File: src/design/bdq_pkg.sv
// Package for the bounded deque: operation and status codes and the
// control struct broadcast to every storage cell. Depends on nothing.
package bdq_pkg;

  typedef enum logic [2:0] {
    OP_PUSH_FRONT = 3'd0,
    OP_PUSH_BACK  = 3'd1,
    OP_POP_FRONT  = 3'd2,
    OP_POP_BACK   = 3'd3,
    OP_CLEAR      = 3'd4
  } bdq_op_e;

  typedef enum logic [1:0] {
    ST_DONE  = 2'd0,
    ST_FULL  = 2'd1,
    ST_EMPTY = 2'd2
  } bdq_status_e;

  localparam int unsigned WordW  = 32;
  localparam int unsigned CountW = 5;
  localparam logic [CountW-1:0] CapReset = 5'd16;

  typedef struct packed {
    logic shift_back;
    logic shift_front;
    logic write_tail;
  } bdq_ctrl_t;

endpackage

File: src/design/bdq_if.sv
// Request and result channel interfaces of the bounded deque.
// Both carry valid, ready and the payload; they depend on nothing.
interface bdq_req_if;
  logic               valid;
  logic               ready;
  logic [2:0]         operation;
  logic signed [31:0] push_value;

  modport source (output valid, output operation, output push_value, input ready);
  modport sink (input valid, input operation, input push_value, output ready);
endinterface

interface bdq_rsp_if;
  logic               valid;
  logic               ready;
  logic signed [31:0] front_value;
  logic signed [31:0] back_value;
  logic [4:0]         entry_count;
  logic               is_empty;
  logic               is_full;
  logic [1:0]         status;

  modport source (output valid, output front_value, output back_value, output entry_count,
                  output is_empty, output is_full, output status, input ready);
  modport sink (input valid, input front_value, input back_value, input entry_count,
                input is_empty, input is_full, input status, output ready);
endinterface

File: src/design/bdq_cell.sv
// One storage cell of the deque chain: holds one word and takes it from a
// neighbour or the request. Depends on bdq_pkg.
module bdq_cell #(
  parameter int unsigned INDEX = 0,
  parameter int unsigned CNT_W = 5
) (
  input  logic                      clk_i,
  input  bdq_pkg::bdq_ctrl_t        ctrl_i,
  input  logic [CNT_W-1:0]          count_i,
  input  logic signed [31:0]        push_value_i,
  input  logic signed [31:0]        prev_data_i,
  input  logic signed [31:0]        next_data_i,
  output logic signed [31:0]        data_o,
  output logic signed [31:0]        back_tap_o
);
  import bdq_pkg::*;

  localparam logic [CNT_W-1:0] Idx   = CNT_W'(INDEX);
  localparam logic [CNT_W-1:0] IdxP1 = CNT_W'(INDEX + 1);

  logic signed [31:0] data_d, data_q;

  always_comb begin
    data_d = data_q;
    if (ctrl_i.shift_back) begin
      data_d = prev_data_i;
    end else if (ctrl_i.shift_front) begin
      data_d = next_data_i;
    end else if (ctrl_i.write_tail && (count_i == Idx)) begin
      data_d = push_value_i;
    end
  end

  always_ff @(posedge clk_i) begin
    data_q <= data_d;
  end

  assign data_o     = data_q;
  assign back_tap_o = (count_i == IdxP1) ? data_q : '0;

endmodule

File: src/design/bounded_deque.sv
// Bounded double-ended queue of signed 32-bit words held in a chain of DEPTH cells.
// Depends on bdq_pkg, bdq_if and bdq_cell.
//
// The front word always sits in the first cell; a push or pop at the front shifts
// the whole chain by one place, while a push at the back writes the cell at the
// current count and a pop at the back only lowers the count. Requests are taken one
// at a time: the chain and the count update at acceptance, and the result register
// loads from the chain in the following cycle, the back word being picked from the
// cell whose index is one below the count.
module bounded_deque #(
  parameter int unsigned DEPTH = 16
) (
  input  logic        clk_i,
  input  logic        rst_ni,
  input  logic        cfg_we_i,
  input  logic [4:0]  cfg_wdata_i,
  bdq_req_if.sink     req_i,
  bdq_rsp_if.source   rsp_o
);
  import bdq_pkg::*;

  localparam int unsigned CntW = $clog2(DEPTH + 1);
  localparam int unsigned CmpW = (CntW > CountW) ? CntW : CountW;

  logic [CountW-1:0]   cap_q;
  logic [CntW-1:0]     count_d, count_q;
  bdq_status_e         status_d, status_q;
  logic                pend_q;
  logic                rsp_valid_d, rsp_valid_q;
  logic signed [31:0]  front_q, back_q;
  logic [CountW-1:0]   entry_q;
  logic                empty_q, full_q;

  bdq_ctrl_t           ctrl;
  logic                req_fire;
  logic [CmpW-1:0]     cap_ext, eff_cap, count_ext;
  logic                is_full, is_empty;
  logic signed [31:0]  cell_data [DEPTH];
  logic signed [31:0]  back_tap [DEPTH];
  logic signed [31:0]  back_word;

  assign req_i.ready = !pend_q && (!rsp_valid_q || rsp_o.ready);
  assign req_fire    = req_i.valid && req_i.ready;

  assign cap_ext   = CmpW'(cap_q);
  assign count_ext = CmpW'(count_q);
  assign eff_cap   = (cap_q == '0) ? CmpW'(1) :
                     ((cap_ext > CmpW'(DEPTH)) ? CmpW'(DEPTH) : cap_ext);
  assign is_full   = count_ext >= eff_cap;
  assign is_empty  = count_q == '0;

  always_comb begin
    ctrl     = '0;
    count_d  = count_q;
    status_d = status_q;
    if (req_fire) begin
      status_d = ST_DONE;
      unique case (bdq_op_e'(req_i.operation))
        OP_PUSH_FRONT: begin
          if (is_full) begin
            status_d = ST_FULL;
          end else begin
            ctrl.shift_back = 1'b1;
            count_d = count_q + CntW'(1);
          end
        end
        OP_PUSH_BACK: begin
          if (is_full) begin
            status_d = ST_FULL;
          end else begin
            ctrl.write_tail = 1'b1;
            count_d = count_q + CntW'(1);
          end
        end
        OP_POP_FRONT: begin
          if (is_empty) begin
            status_d = ST_EMPTY;
          end else begin
            ctrl.shift_front = 1'b1;
            count_d = count_q - CntW'(1);
          end
        end
        OP_POP_BACK: begin
          if (is_empty) begin
            status_d = ST_EMPTY;
          end else begin
            count_d = count_q - CntW'(1);
          end
        end
        OP_CLEAR: begin
          count_d = '0;
        end
        default: begin
        end
      endcase
    end
  end

  for (genvar i = 0; i < DEPTH; i++) begin : g_cell
    logic signed [31:0] prev_data, next_data;
    if (i == 0) begin : g_first
      assign prev_data = req_i.push_value;
    end else begin : g_mid
      assign prev_data = cell_data[i-1];
    end
    if (i == DEPTH - 1) begin : g_last
      assign next_data = cell_data[i];
    end else begin : g_inner
      assign next_data = cell_data[i+1];
    end

    bdq_cell #(
      .INDEX (i),
      .CNT_W (CntW)
    ) u_cell (
      .clk_i        (clk_i),
      .ctrl_i       (ctrl),
      .count_i      (count_q),
      .push_value_i (req_i.push_value),
      .prev_data_i  (prev_data),
      .next_data_i  (next_data),
      .data_o       (cell_data[i]),
      .back_tap_o   (back_tap[i])
    );
  end

  always_comb begin
    back_word = '0;
    for (int i = 0; i < DEPTH; i++) begin
      back_word = back_word | back_tap[i];
    end
  end

  always_comb begin
    rsp_valid_d = rsp_valid_q;
    if (pend_q) begin
      rsp_valid_d = 1'b1;
    end else if (rsp_o.ready) begin
      rsp_valid_d = 1'b0;
    end
  end

  always_ff @(posedge clk_i or negedge rst_ni) begin
    if (!rst_ni) begin
      cap_q       <= CapReset;
      count_q     <= '0;
      status_q    <= ST_DONE;
      pend_q      <= 1'b0;
      rsp_valid_q <= 1'b0;
    end else begin
      if (cfg_we_i) begin
        cap_q <= cfg_wdata_i;
      end
      count_q     <= count_d;
      status_q    <= status_d;
      pend_q      <= req_fire;
      rsp_valid_q <= rsp_valid_d;
    end
  end

  always_ff @(posedge clk_i) begin
    if (pend_q) begin
      front_q <= is_empty ? '0 : cell_data[0];
      back_q  <= is_empty ? '0 : back_word;
      entry_q <= CountW'(count_q);
      empty_q <= is_empty;
      full_q  <= is_full;
    end
  end

  assign rsp_o.valid       = rsp_valid_q;
  assign rsp_o.front_value = front_q;
  assign rsp_o.back_value  = back_q;
  assign rsp_o.entry_count = entry_q;
  assign rsp_o.is_empty    = empty_q;
  assign rsp_o.is_full     = full_q;
  assign rsp_o.status      = status_q;

endmodule

File: src/flat_wrapper.sv
// flat-port wrapper written by rule: the top's interface ports become plain ports
module bounded_deque_flat import bdq_pkg::*;
#(
  parameter int unsigned DEPTH = 16
)
  (clk_i, rst_ni, cfg_we_i, cfg_wdata_i, req_i_valid, req_i_operation, req_i_push_value, req_i_ready, rsp_o_valid, rsp_o_front_value, rsp_o_back_value, rsp_o_entry_count, rsp_o_is_empty, rsp_o_is_full, rsp_o_status, rsp_o_ready);
  bdq_req_if req_i_i ();
  bdq_rsp_if rsp_o_i ();
  input  logic clk_i;
  input  logic rst_ni;
  input  logic cfg_we_i;
  input  logic [4:0] cfg_wdata_i;
  input wire logic [$bits(req_i_i.valid)-1:0] req_i_valid;
  input wire logic [$bits(req_i_i.operation)-1:0] req_i_operation;
  input wire logic [$bits(req_i_i.push_value)-1:0] req_i_push_value;
  output wire logic [$bits(req_i_i.ready)-1:0] req_i_ready;
  output wire logic [$bits(rsp_o_i.valid)-1:0] rsp_o_valid;
  output wire logic [$bits(rsp_o_i.front_value)-1:0] rsp_o_front_value;
  output wire logic [$bits(rsp_o_i.back_value)-1:0] rsp_o_back_value;
  output wire logic [$bits(rsp_o_i.entry_count)-1:0] rsp_o_entry_count;
  output wire logic [$bits(rsp_o_i.is_empty)-1:0] rsp_o_is_empty;
  output wire logic [$bits(rsp_o_i.is_full)-1:0] rsp_o_is_full;
  output wire logic [$bits(rsp_o_i.status)-1:0] rsp_o_status;
  input wire logic [$bits(rsp_o_i.ready)-1:0] rsp_o_ready;
  assign req_i_i.valid = req_i_valid;
  assign req_i_i.operation = req_i_operation;
  assign req_i_i.push_value = req_i_push_value;
  assign req_i_ready = req_i_i.ready;
  assign rsp_o_valid = rsp_o_i.valid;
  assign rsp_o_front_value = rsp_o_i.front_value;
  assign rsp_o_back_value = rsp_o_i.back_value;
  assign rsp_o_entry_count = rsp_o_i.entry_count;
  assign rsp_o_is_empty = rsp_o_i.is_empty;
  assign rsp_o_is_full = rsp_o_i.is_full;
  assign rsp_o_status = rsp_o_i.status;
  assign rsp_o_i.ready = rsp_o_ready;
  bounded_deque #(.DEPTH(DEPTH)) u_core (.clk_i(clk_i), .rst_ni(rst_ni), .cfg_we_i(cfg_we_i), .cfg_wdata_i(cfg_wdata_i), .req_i(req_i_i), .rsp_o(rsp_o_i));
endmodule
File: config.mk
export PLATFORM = sky130hd
export DESIGN_NAME = bounded_deque_flat
export DESIGN_NICKNAME = d
export VERILOG_FILES = /design/src/design/bdq_pkg.sv /design/src/design/bdq_if.sv /design/src/design/bdq_cell.sv /design/src/design/bounded_deque.sv /design/src/flat_wrapper.sv
export SDC_FILE = /design/constraint.sdc
export NUM_CORES = 1
export LEC_CHECK = 0
export ABC_AREA = 1
export BUFFER_PORTS_ARGS = -buffer_cell sky130_fd_sc_hd__buf_2
export CAP_MARGIN = 20
export CORE_AREA = 10 10 286 288
export DETAILED_ROUTE_END_ITERATION = 12
export DIE_AREA = 0 0 296 298
export MAX_ROUTING_LAYER = met4
export PLACE_DENSITY = 0.64
export SYNTH_ARGS = -nofsm -noshare
export SYNTH_HDL_FRONTEND = slang
export SYNTH_SLANG_ARGS = --single-unit
File: constraint.sdc
create_clock -name clk_i -period 4.4 [get_ports clk_i]
set_input_delay 0.22 -clock clk_i [delete_from_list [all_inputs] [get_ports clk_i]]
set_output_delay 0.22 -clock clk_i [all_outputs]
set_load 0.1 [all_outputs]
# Word-level counts from Yosys, hierarchy flattened
# Cells that the tools add are included.
dict set report totals {
  regBits 597
  out_inout_bits 75
  elab_cells 194
}
dict set report classes {
  addsub 2
  order_cmp 2
  n_eq_ne 23
  muxes 80
  bitwise_logic 15
  n_reduce_logical 46
}
# op n
set op_table {}
lappend op_table {{32-bit two-way mux} 64}
lappend op_table {{32-bit bitwise OR} 15}
lappend op_table {{3-bit nonzero test} 16}
lappend op_table {{5-bit by 4-bit equality test with 1-bit output (second input constant)} 8}
lappend op_table {{5-bit by 3-bit equality test with 1-bit output (second input constant)} 4}
lappend op_table {{5-bit two-way mux} 4}
lappend op_table {{1-bit logical AND} 18}
lappend op_table {{5-bit one-hot mux with 3 select lines} 1}
lappend op_table {{5-bit by 2-bit equality test with 1-bit output (second input constant)} 2}
lappend op_table {{5-bit zero test} 2}
lappend op_table {{1-bit two-way mux} 8}
lappend op_table {{3-bit by 2-bit equality test with 1-bit output (second input constant)} 2}
lappend op_table {{5-bit by 1-bit adder with 5-bit output (second input constant)} 1}
lappend op_table {{5-bit by 1-bit equality test with 1-bit output (second input constant)} 1}
lappend op_table {{5-bit equality test (second input constant)} 1}
lappend op_table {{5-bit greater-or-equal comparator} 1}
lappend op_table {{5-bit greater-than comparator (second input constant)} 1}
lappend op_table {{5-bit by 1-bit subtractor with 5-bit output (second input constant)} 1}
lappend op_table {{2-bit != test (second input constant)} 2}
lappend op_table {{2-bit one-hot mux with 2 select lines} 1}
lappend op_table {{4-bit AND reduction} 1}
lappend op_table {{2-bit nonzero test} 2}
lappend op_table {{2-bit OR reduction} 2}
lappend op_table {{3-bit by 1-bit equality test with 1-bit output (second input constant)} 1}
lappend op_table {{other kinds (8)} 9}

# Longest topological paths before layout
# Gate-level depths: netlist of the first run.
dict set report logic_depth {
  depth_word 17
  depth_mapped 15
  mapped_depth_nobuf 12
}

# Hierarchy
# A second synthesis of the first run with hierarchy kept.
dict set report hier_totals {
  hier_cells 6000
  area_unflattened_um2 41997.8
}
# module n_inst cells_each area_each_um2
set by_module_without_submodules {}
lappend by_module_without_submodules {{bdq_cell at u_core.g_cell[2].u_cell ...} 3 320 2203.4}
lappend by_module_without_submodules {{bdq_cell at u_core.g_cell[5].u_cell ...} 2 354 2522.4}
lappend by_module_without_submodules {bounded_deque 1 594 4837.1}
lappend by_module_without_submodules {{bdq_cell at u_core.g_cell[10].u_cell ...} 2 323 2258.4}
lappend by_module_without_submodules {{bdq_cell at u_core.g_cell[14].u_cell} 1 349 2484.9}
lappend by_module_without_submodules {{bdq_cell at u_core.g_cell[15].u_cell} 1 351 2387.3}
lappend by_module_without_submodules {{bdq_cell at u_core.g_cell[13].u_cell} 1 351 2364.8}
lappend by_module_without_submodules {{bdq_cell at u_core.g_cell[3].u_cell} 1 351 2358.5}
lappend by_module_without_submodules {{bdq_cell at u_core.g_cell[1].u_cell} 1 349 2356.0}
lappend by_module_without_submodules {{bdq_cell at u_core.g_cell[7].u_cell} 1 351 2353.5}
lappend by_module_without_submodules {{bdq_cell at u_core.g_cell[11].u_cell} 1 351 2282.2}
lappend by_module_without_submodules {{bdq_cell at u_core.g_cell[0].u_cell} 1 321 2207.1}
lappend by_module_without_submodules {{bdq_cell at u_core.g_cell[12].u_cell} 1 318 2194.6}

# Worst setup path after synthesis of the first run
# OpenSTA, ideal clock, no wires.
dict set report synth_path {
  kind {register to register}
  start {reg u_core.pend_q}
  end {reg u_core.g_cell[10].u_cell.data_q[0], enable pin}
  t_arrival_ps 3275
  required_time_ps 3922
  setup_slack_ps 647
  path_stages_with_launch 10
  period_less_slack_ps 3753
  path_cell_list {dfrtp_1 > inv_2 > nand3_1 > inv_2 > nand3_1 > nor2_2 > buf_4 > nor2_2 > buf_2 > nand2_1}
}
dict set report synth_between {
  elab_chain_len 6
}
# item line
set synth_rtl {}
lappend synth_rtl {{start, declared} bounded_deque.sv:28} ;# logic pend_q;
lappend synth_rtl {{start signal, assigned} bounded_deque.sv:156} ;# pend_q <= req_fire;
lappend synth_rtl {{1-bit zero test *} bounded_deque.sv:42} ;# assign req_i.ready = !pend_q && (!rsp_valid_q || rsp_o.ready);
lappend synth_rtl {{1-bit logical AND *} bounded_deque.sv:42}
lappend synth_rtl {{1-bit logical AND *} bounded_deque.sv:43} ;# assign req_fire = req_i.valid && req_i.ready;
lappend synth_rtl {{via u_core.req_fire} bounded_deque.sv:35} ;# logic req_fire;
lappend synth_rtl {{3-bit two-way mux *} bounded_deque.sv:56} ;# if (req_fire) begin
lappend synth_rtl {{1-bit logical AND} bdq_cell.sv:29} ;# end else if (ctrl_i.write_tail && (count_i == Idx)) begin
lappend synth_rtl {{3-bit nonzero test (no source line) *} --}
lappend synth_rtl {{end signal, assigned} bdq_cell.sv:35} ;# data_q <= data_d;
lappend synth_rtl {{end, declared} bdq_cell.sv:21} ;# logic signed [31:0] data_d, data_q;
# Mark *: on every way through the listed nets, which the timed path passes. The rest lies on a longest branch.
# A chain may end at the register's enable or synchronous reset.

# Final worst setup path of the first run
dict set report layout_path {
  start {reg u_core.cap_q[4], in the netlist u_core.cap_ext[4]}
  end {reg u_core.g_cell[12].u_cell.data_q[15], data pin}
}
dict set report layout_between {
  elab_chain_len 8
  word_cells_on_any_way 9
}
# item line
set layout_rtl {}
lappend layout_rtl {{start, declared} bounded_deque.sv:25} ;# logic [CountW-1:0] cap_q;
lappend layout_rtl {{start signal, assigned} bounded_deque.sv:145} ;# cap_q <= CapReset;
lappend layout_rtl {{start signal, assigned} bounded_deque.sv:152} ;# cap_q <= cfg_wdata_i;
lappend layout_rtl {{5-bit greater-than comparator} bounded_deque.sv:48} ;# ((cap_ext > CmpW'(DEPTH)) ? CmpW'(DEPTH) : cap_ext);
lappend layout_rtl {{5-bit two-way mux} bounded_deque.sv:48}
lappend layout_rtl {{5-bit two-way mux *} bounded_deque.sv:47} ;# assign eff_cap = (cap_q == '0) ? CmpW'(1) :
lappend layout_rtl {{5-bit greater-or-equal comparator *} bounded_deque.sv:49} ;# assign is_full = count_ext >= eff_cap;
lappend layout_rtl {{via u_core.is_full} bounded_deque.sv:37} ;# logic is_full, is_empty;
lappend layout_rtl {{1-bit two-way mux *} bounded_deque.sv:60} ;# if (is_full) begin
lappend layout_rtl {{1-bit two-way mux *} bounded_deque.sv:58} ;# unique case (bdq_op_e'(req_i.operation))
lappend layout_rtl {{3-bit two-way mux *} bounded_deque.sv:56}
lappend layout_rtl {{32-bit two-way mux *} bdq_cell.sv:25} ;# if (ctrl_i.shift_back) begin
lappend layout_rtl {{via u_core.g_cell[12].u_cell.data_d[15]} bdq_cell.sv:21}
lappend layout_rtl {{end signal, assigned} bdq_cell.sv:35}
lappend layout_rtl {{end, declared} bdq_cell.sv:21}
# Marked as above.

==> results.py, run 1 <==
metrics = {
    "timing": {
        "setup_tns_ns": 0,
        "finalSetupViolations": 0,
        "min_period_ns": 3.69,
        "hold_viol": 0,
        "maxSlewViolCount": 0,
        "rsz0062_at_grt": "no",
        "tightest_slew_ns": 1.40,
        "fin_worst_skew_ns": 0.0207,
        "finalCritPeriodShare_pct": 83.9,
        "setup_slack_ns": 0.707,
        "hold_ws_ns": 0.0269,
        "slew_headroom_pct": 6.84,
        "fmax_ghz": 0.271,
    },
    "synthesis": {
        "synth_largest_area_cell": "edfxtp_1",
        "synth-seq-cells": 597,
        "yosysMostFrequentCell": "nand2_1",
        "ys.warnings.count": 0,
        "synth.distinct_cells": 27,
        "syn_area_sq_um": 33800,
        "yosysTopAreaCellShare_pct": 51.8,
        "syn_inst": 4588,
        "synth-edff-count": 583,
        "synth_ff_type": "edfxtp_1",
        "synthTopCellsByArea": "edfxtp_1 52%, nand2_1 34%, nand3_1 4.3%",
        "synthTopCellsByCount": "3067 x nand2_1, 583 x edfxtp_1, 289 x nand3_1",
        "synth_seq_area_share_pct": 52.8,
        "synth.net_count": 4644,
        "async_reset_ff_share_pct": 2.35,
        "synth_area_per_cell_sq_um": 7.37,
    },
    "clock_tree": {
        "htreeDepth": 3,
        "numCtsBuffers": 71,
        "cts.path.max_buffers": 3,
        "cts_root_buf": "clkbuf_16",
        "tritoncts": "done",
        "cts_sinks": 597,
        "clk_pin_slew_ns": 0.06,
        "clk-insertion-delay-late_ns": 0.64,
    },
    "global_routing": {
        "grt_overflow_total": 0,
        "grt_max_degree": 219,
        "grt_usage_pct": 27.5,
        "antenna_found_initial": 3,
        "grt_pass1_vias": 28400,
        "grt_pass1_wl_mm": 180,
    },
    "job": {
        "maxCapViolCount": 0,
    },
    "drt": {
        "vias": 31100,
        "routedWlPerCell_um": 21.4,
        "viasPerCell": 5.50,
        "ant_nets": 0,
        "first_pass_iters": 6,
        "wirelength_mm": 121,
        "drc": 0,
        "drt_iter0_markers": 4692,
    },
    "finish": {
        "regArea_sq_um": 17900,
        "multi_input_area_sq_um": 14400,
        "fillers": 7382,
        "antenna_cells": 0,
        "area_growth_pct": 12.1,
        "drive_gt1_share_pct": 7.46,
        "nets": 4685,
    },
    "die": {
        "rows": 101,
        "coreArea_sq_um": 75700,
        "die_h_um": 298,
        "dieArea_sq_um": 88200,
        "initial_core_util_pct": 44.6,
        "die_w_um": 296,
        "io_pins": 120,
    },
    "setup_path": {
        "cp.required_ns": 4.89,
        "worstPathArrival_ns": 4.19,
        "path_max_fanout": 218,
        "r2r_slack_ns": 0.71,
        "crit_type": "reg -> reg",
        "end_kind": "flop",
        "crit_path_start_kind": "flop",
    },
    "power": {
        "powerDensity_nw_per_um2": 519,
        "fin_total_pwr_mw": 19.7,
        "ir_worst_vdd_mv": 0.513,
        "power.leakage_nw": 17.6,
    },
    "placed_design": {
        "dp_slack_ns": 0.719,
        "numPortBuffers": 119,
        "post-dp-hpwl_mm": 70.1,
        "gp_congestion": 0.879,
    },
    "worst_hold_path": {
        "min_path_type": "in -> async",
    },
    "status": {
        "status": "finished clean",
    },
}
-- placed cells by master (no fill, tap or decap), drive strengths merged --
cell type	n
buf	199
clkbuf	90
nand4	2
ha	11
mux2	3
dfstp	1
dlygate4sd3	49
dfrtp	13
o21a	1
nand3	289
a21oi	4
edfxtp	583
o21ai	5
bufinv	4
inv	62
xor2	1
nor2	262
nand2	3070
clkinvlp	2
clkinv	24
xnor2	1
-- layer usage --
metal  GRT usage [%]  vias to the layer above  wire length [um]  share of wire, %
met3            3.78                      265             12300                10
li1                -                    14500                 -                 -
met1            36.9                    14500             48800                40
met5               -                        -                 0                 0
met2            40.9                     1775             53700                44
met4            12.6                        0              6090               5.0
-- per-stage QoR --
stage / util [%] / std cells / instance area (sq um)
global placement: 46.5 / 5485 / 35200
floorplan: - / 4588 / 33800
detailed placement: 46.5 / 5485 / 35200
CTS: 50.0 / 5654 / 37900
global route: 50.0 / 5654 / 37900
finish: 50.0 / 5654 / 37900
-- cell families (layout without fill, tap and decap cells) --
kind of cell             after synthesis  after routing  synth area share [%]
XOR/XNOR                               2              2                0.0518
buffers and inverters                342            430                  4.95
flip-flops                           597            597                  52.8
AO/OA/AOI/OAI                         10             10                 0.155
multiplexers                           3              3                 0.100
AND/OR/NAND/NOR                     3623           3623                  41.5
adder cells (fa/ha/maj)               11             11                 0.407
-- timing repair --
item | CTS | global route
resized for setup | 0 | 0
hold buffers | 49 | 0
buffers inserted | 0 | 0
hold endpoints to repair | 55 | 0
-- power by group --
part	leakage (nW)	internal [mW]	switching, mW
sequential	5.50	7.09	0.330
combinational	11.0	1.31	5.18
clock	1.06	3.26	2.48
-- worst max-delay path, stage by stage, from the launching register on --
cell	delay [ns]
dfstp_2	0.53
inv_1	0.08
ha_1	0.32
nand2_1	0.09
inv_2	0.04
a21oi_1	0.12
nand3_1	0.20
nor2_4	0.25
buf_4	0.56
buf_12	0.51
nand2_1	0.18
nand2_1	0.14
-- worst paths after layout --
kind / cells past startpoint / endpoint / from
worst min-delay path: 2 / u_core.count_ext[0] / rst_ni
min in group clk_i: 5 / u_core.count_ext[0] / req_i_operation[0]
worst max register to register: 11 / u_core.g_cell[12].u_cell.data_o[15] / u_core.cap_ext[4]
worst min register to register: 2 / u_core.rsp_o.status[0] / u_core.rsp_o.status[0]
max in group asynchronous: 2 / u_core.cap_ext[4] / rst_ni
worst max-delay path: 11 / u_core.g_cell[12].u_cell.data_o[15] / u_core.cap_ext[4]
-- flip-flops by register name, indices dropped and copies added (netlist names) --
register and flops:
u_core.rsp_o.is_empty 1, u_core.rsp_o.status 2, u_core.rsp_o.back_value 32, u_core.rsp_o.entry_count 5
u_core.rsp_o.is_full 1, u_core.rsp_o.front_value 32, u_core.rsp_o.valid 1, u_core.cap_ext 5
u_core.count_ext 5, u_core.pend_q 1, u_core.g_cell.u_cell.data_o 512
-- cell type report --
type                    count  share of cell area, %
flip-flops and latches    597                   47.2
multi-input cells        3649                   38.0
repair buffers            248                   5.21
clock buffers              90                   4.96
well taps                 978                   3.23
clock inverters            30                  0.803
inverters                  62                  0.661
No activity file was read; power rests on OpenSTA's default activity.
==> run 2, diff against run 1 <==
ABC_AREA = 0   (was 1)
CORE_AREA = 10 10 274 276   (was 10 10 286 288)
DIE_AREA = 0 0 284 286   (was 0 0 296 298)
PLACE_DENSITY = 0.65   (was 0.64)
clock period = 3.45 ns   (was 4.4 ns; I/O delays follow)
==> run 2 against run 1 <==
Via count down 17%; highest routed layer unchanged; critical endpoint is now u_core.g_cell[15].u_cell.data_o[3]; critical path depth down 1; largest power group unchanged; largest cell class unchanged; combinational power up 35%; clock power up 23%; register-to-register slack worse by 0.36 ns; count of clock-buffer cells in the layout down 6.
==> results.py, run 2 <==
metrics = {
    "setup_path": {
        "r2r_slack_ns": 0.35,
        "crit_chain": "nor3_1 -> nor2_1 -> nor2_1 -> ha_1 -> nor2b_1 -> o21ai_0 -> a2111o_2 -> buf_12 -> buf_12 -> mux2_2",
        "worstPathArrival_ns": 3.47,
        "cp_slowest_cell": "buf_12",
        "cp.required_ns": 3.81,
        "cpLargestDelayFamily": "buffers and inverters",
        "critical-path-max-stage-delay_ns": 0.45,
        "crit_type": "reg -> reg",
        "path_max_fanout": 178,
        "crit_path_start_kind": "flop",
        "end_kind": "flop",
        "crit_buf_inv": 2,
    },
    "timing": {
        "slew_headroom_pct": 30.0,
        "min_period_ns": 3.10,
        "hold_viol": 0,
        "hold_ws_ns": 0.125,
        "setup_tns_ns": 0,
        "rsz0062_at_grt": "no",
        "maxSlewViolCount": 0,
        "finalSetupViolations": 0,
        "finalCritPeriodShare_pct": 90.0,
        "fmax_ghz": 0.322,
        "tightest_slew_ns": 1.05,
        "fin_worst_skew_ns": 0.0316,
    },
    "synthesis": {
        "syn_area_sq_um": 31100,
        "synth.distinct_cells": 68,
        "syn_inst": 2940,
        "synth_seq_area_share_pct": 57.5,
        "synthTopCellsByCount": "929 x a21oi_1, 583 x edfxtp_1, 487 x nor2_1",
        "ys.warnings.count": 0,
        "synth-seq-cells": 597,
        "synth.net_count": 2996,
        "synth_area_per_cell_sq_um": 10.6,
        "yosysMostFrequentCell": "a21oi_1",
        "synthTopCellsByArea": "edfxtp_1 56%, a21oi_1 15%, nor2_1 5.9%",
        "synth-edff-count": 583,
        "yosysTopAreaCellShare_pct": 56.4,
        "async_reset_ff_share_pct": 2.35,
        "synth_ff_type": "edfxtp_1",
        "synth_largest_area_cell": "edfxtp_1",
    },
    "placed_design": {
        "post-dp-hpwl_mm": 66.8,
        "gp_congestion": 0.934,
        "numPortBuffers": 119,
    },
    "die": {
        "die_w_um": 284,
        "dieArea_sq_um": 81200,
        "io_pins": 120,
        "initial_core_util_pct": 44.7,
        "rows": 97,
        "coreArea_sq_um": 69500,
        "die_h_um": 286,
    },
    "clock_tree": {
        "cts.path.max_buffers": 3,
        "cts_setup_buffers": 0,
        "clk-insertion-delay-late_ns": 0.63,
        "htreeDepth": 3,
        "cts.repair.resized": 0,
        "cts_sinks": 597,
        "cts_root_buf": "clkbuf_16",
        "tritoncts": "done",
        "numCtsBuffers": 68,
        "clk_pin_slew_ns": 0.06,
    },
    "drt": {
        "drc": 0,
        "drt_iter0_markers": 4697,
        "routedWlPerCell_um": 26.4,
        "viasPerCell": 6.33,
        "vias": 25700,
        "wirelength_mm": 107,
        "first_pass_iters": 9,
        "ant_nets": 0,
    },
    "global_routing": {
        "grt_max_degree": 179,
        "grt_pass1_wl_mm": 156,
        "antenna_found_initial": 2,
        "grt_pass1_vias": 23600,
        "grt_usage_pct": 26.0,
        "grt_overflow_total": 0,
    },
    "finish": {
        "layout_common_cells": "929 x a21oi_1, 583 x edfxtp_1, 487 x nor2_1",
        "drive_gt1_share_pct": 15.8,
        "largest_reg_flops": 512,
        "area_growth_pct": 15.3,
        "final_util_pct": 51.5,
        "mostFrequentLayoutCell": "a21oi_1",
        "nets": 3118,
    },
    "power": {
        "ir_worst_vdd_mv": 0.438,
        "powerDensity_nw_per_um2": 702,
        "power.leakage_nw": 13.0,
        "fin_total_pwr_mw": 25.1,
    },
    "job": {
        "maxCapViolCount": 0,
    },
    "status": {
        "status": "finished clean",
    },
    "worst_hold_path": {
        "min_path_type": "in -> reg",
    },
}
## run 2: cell types whose count changed in the layout (fill, tap and decap cells not counted), moves of 33 or more
cell / previous run / this run
mux2_2: 3 / 44
buf_4: 57 / 112
a22oi_1: 0 / 63
nor2b_1: 0 / 40
inv_1: 51 / 8
nand2_1: 3051 / 64
a21oi_1: 4 / 929
mux2i_1: 0 / 94
a21o_1: 0 / 34
nand3_1: 289 / 3
nor2b_4: 0 / 33
nor2_1: 241 / 487
## run 2: tightest hold or removal path: stages
cell	delay, ns
buf_2	0.10
nor2b_1	0.15
nand2_1	0.17
o31ai_1	0.10
## run 2: stage by stage
step                      area [sq um]  cells  setup slack, ns
final                            35800   4054            0.345
after global routing             35800   4054            0.115
after CTS                        35800   4053            0.352
after detailed placement         33200   3883            0.380
after global placement           33200   3883            0.375
after floorplan                  31100   2940            0.139
## run 2: cells by family (layout without fill, tap and decap cells)
logic type                 count (synthesis)  after routing  synth area share (%)
buffers and inverters                    275            448                  4.45
AOI/OAI and AO/OA                       1219           1219                  22.0
xor gates and xnor gates                   1              1                0.0282
adders and majority gates                 11             11                 0.443
DFF                                      597            597                  57.5
and+or+nand+nor                          692            692                  10.4
muxes                                    145            145                  5.13
other                                      0              1                     0
## run 2: layout make-up
type | count | area [sq um]
Tap cell | 940 | 1180
Clock inverter | 37 | 270
Multi-Input combinational cell | 2068 | 11900
Fill cell | 6014 | 33700
Antenna cell | 1 | 2.50
Inverter | 10 | 38.8
Sequential cell | 597 | 17900
Clock buffer | 84 | 1850
Timing Repair Buffer | 317 | 2670
## run 2: worst paths after layout
check,from,to,cells past startpoint
min,req_i_valid,u_core.rsp_o.status[1],4
max,u_core.cap_ext[3],u_core.g_cell[15].u_cell.data_o[3],10
min in group asynchronous,rst_ni,u_core.count_ext[0],3
max reg2reg,u_core.cap_ext[3],u_core.g_cell[15].u_cell.data_o[3],10
max in group asynchronous,rst_ni,u_core.count_ext[3],4
min reg2reg,u_core.rsp_o.status[0],u_core.rsp_o.status[0],2
## run 2: metal layers
layer / share of wire (%) / up-vias / global-route usage, % / wire length (um)
met4: 4.8 / 0 / 11.7 / 5100
met1: 39 / 12400 / 34.3 / 41700
met2: 44 / 1772 / 38.3 / 47500
li1: - / 11300 / - / -
met3: 12 / 289 / 5.12 / 12900
met5: 0 / - / - / 0
## run 2: what timing repair did
action | 4_1_cts | 5_1_grt
setup endpoints to repair | 0 | 0
hold buffers | 49 | 0
hold endpoints to repair | 54 | 0
## run 2: report_power, final
group	total (mW)	switching (mW)	internal (mW)
clock network	7.08	3.05	4.03
logic	8.75	6.24	2.51
registers	9.30	0.410	8.89
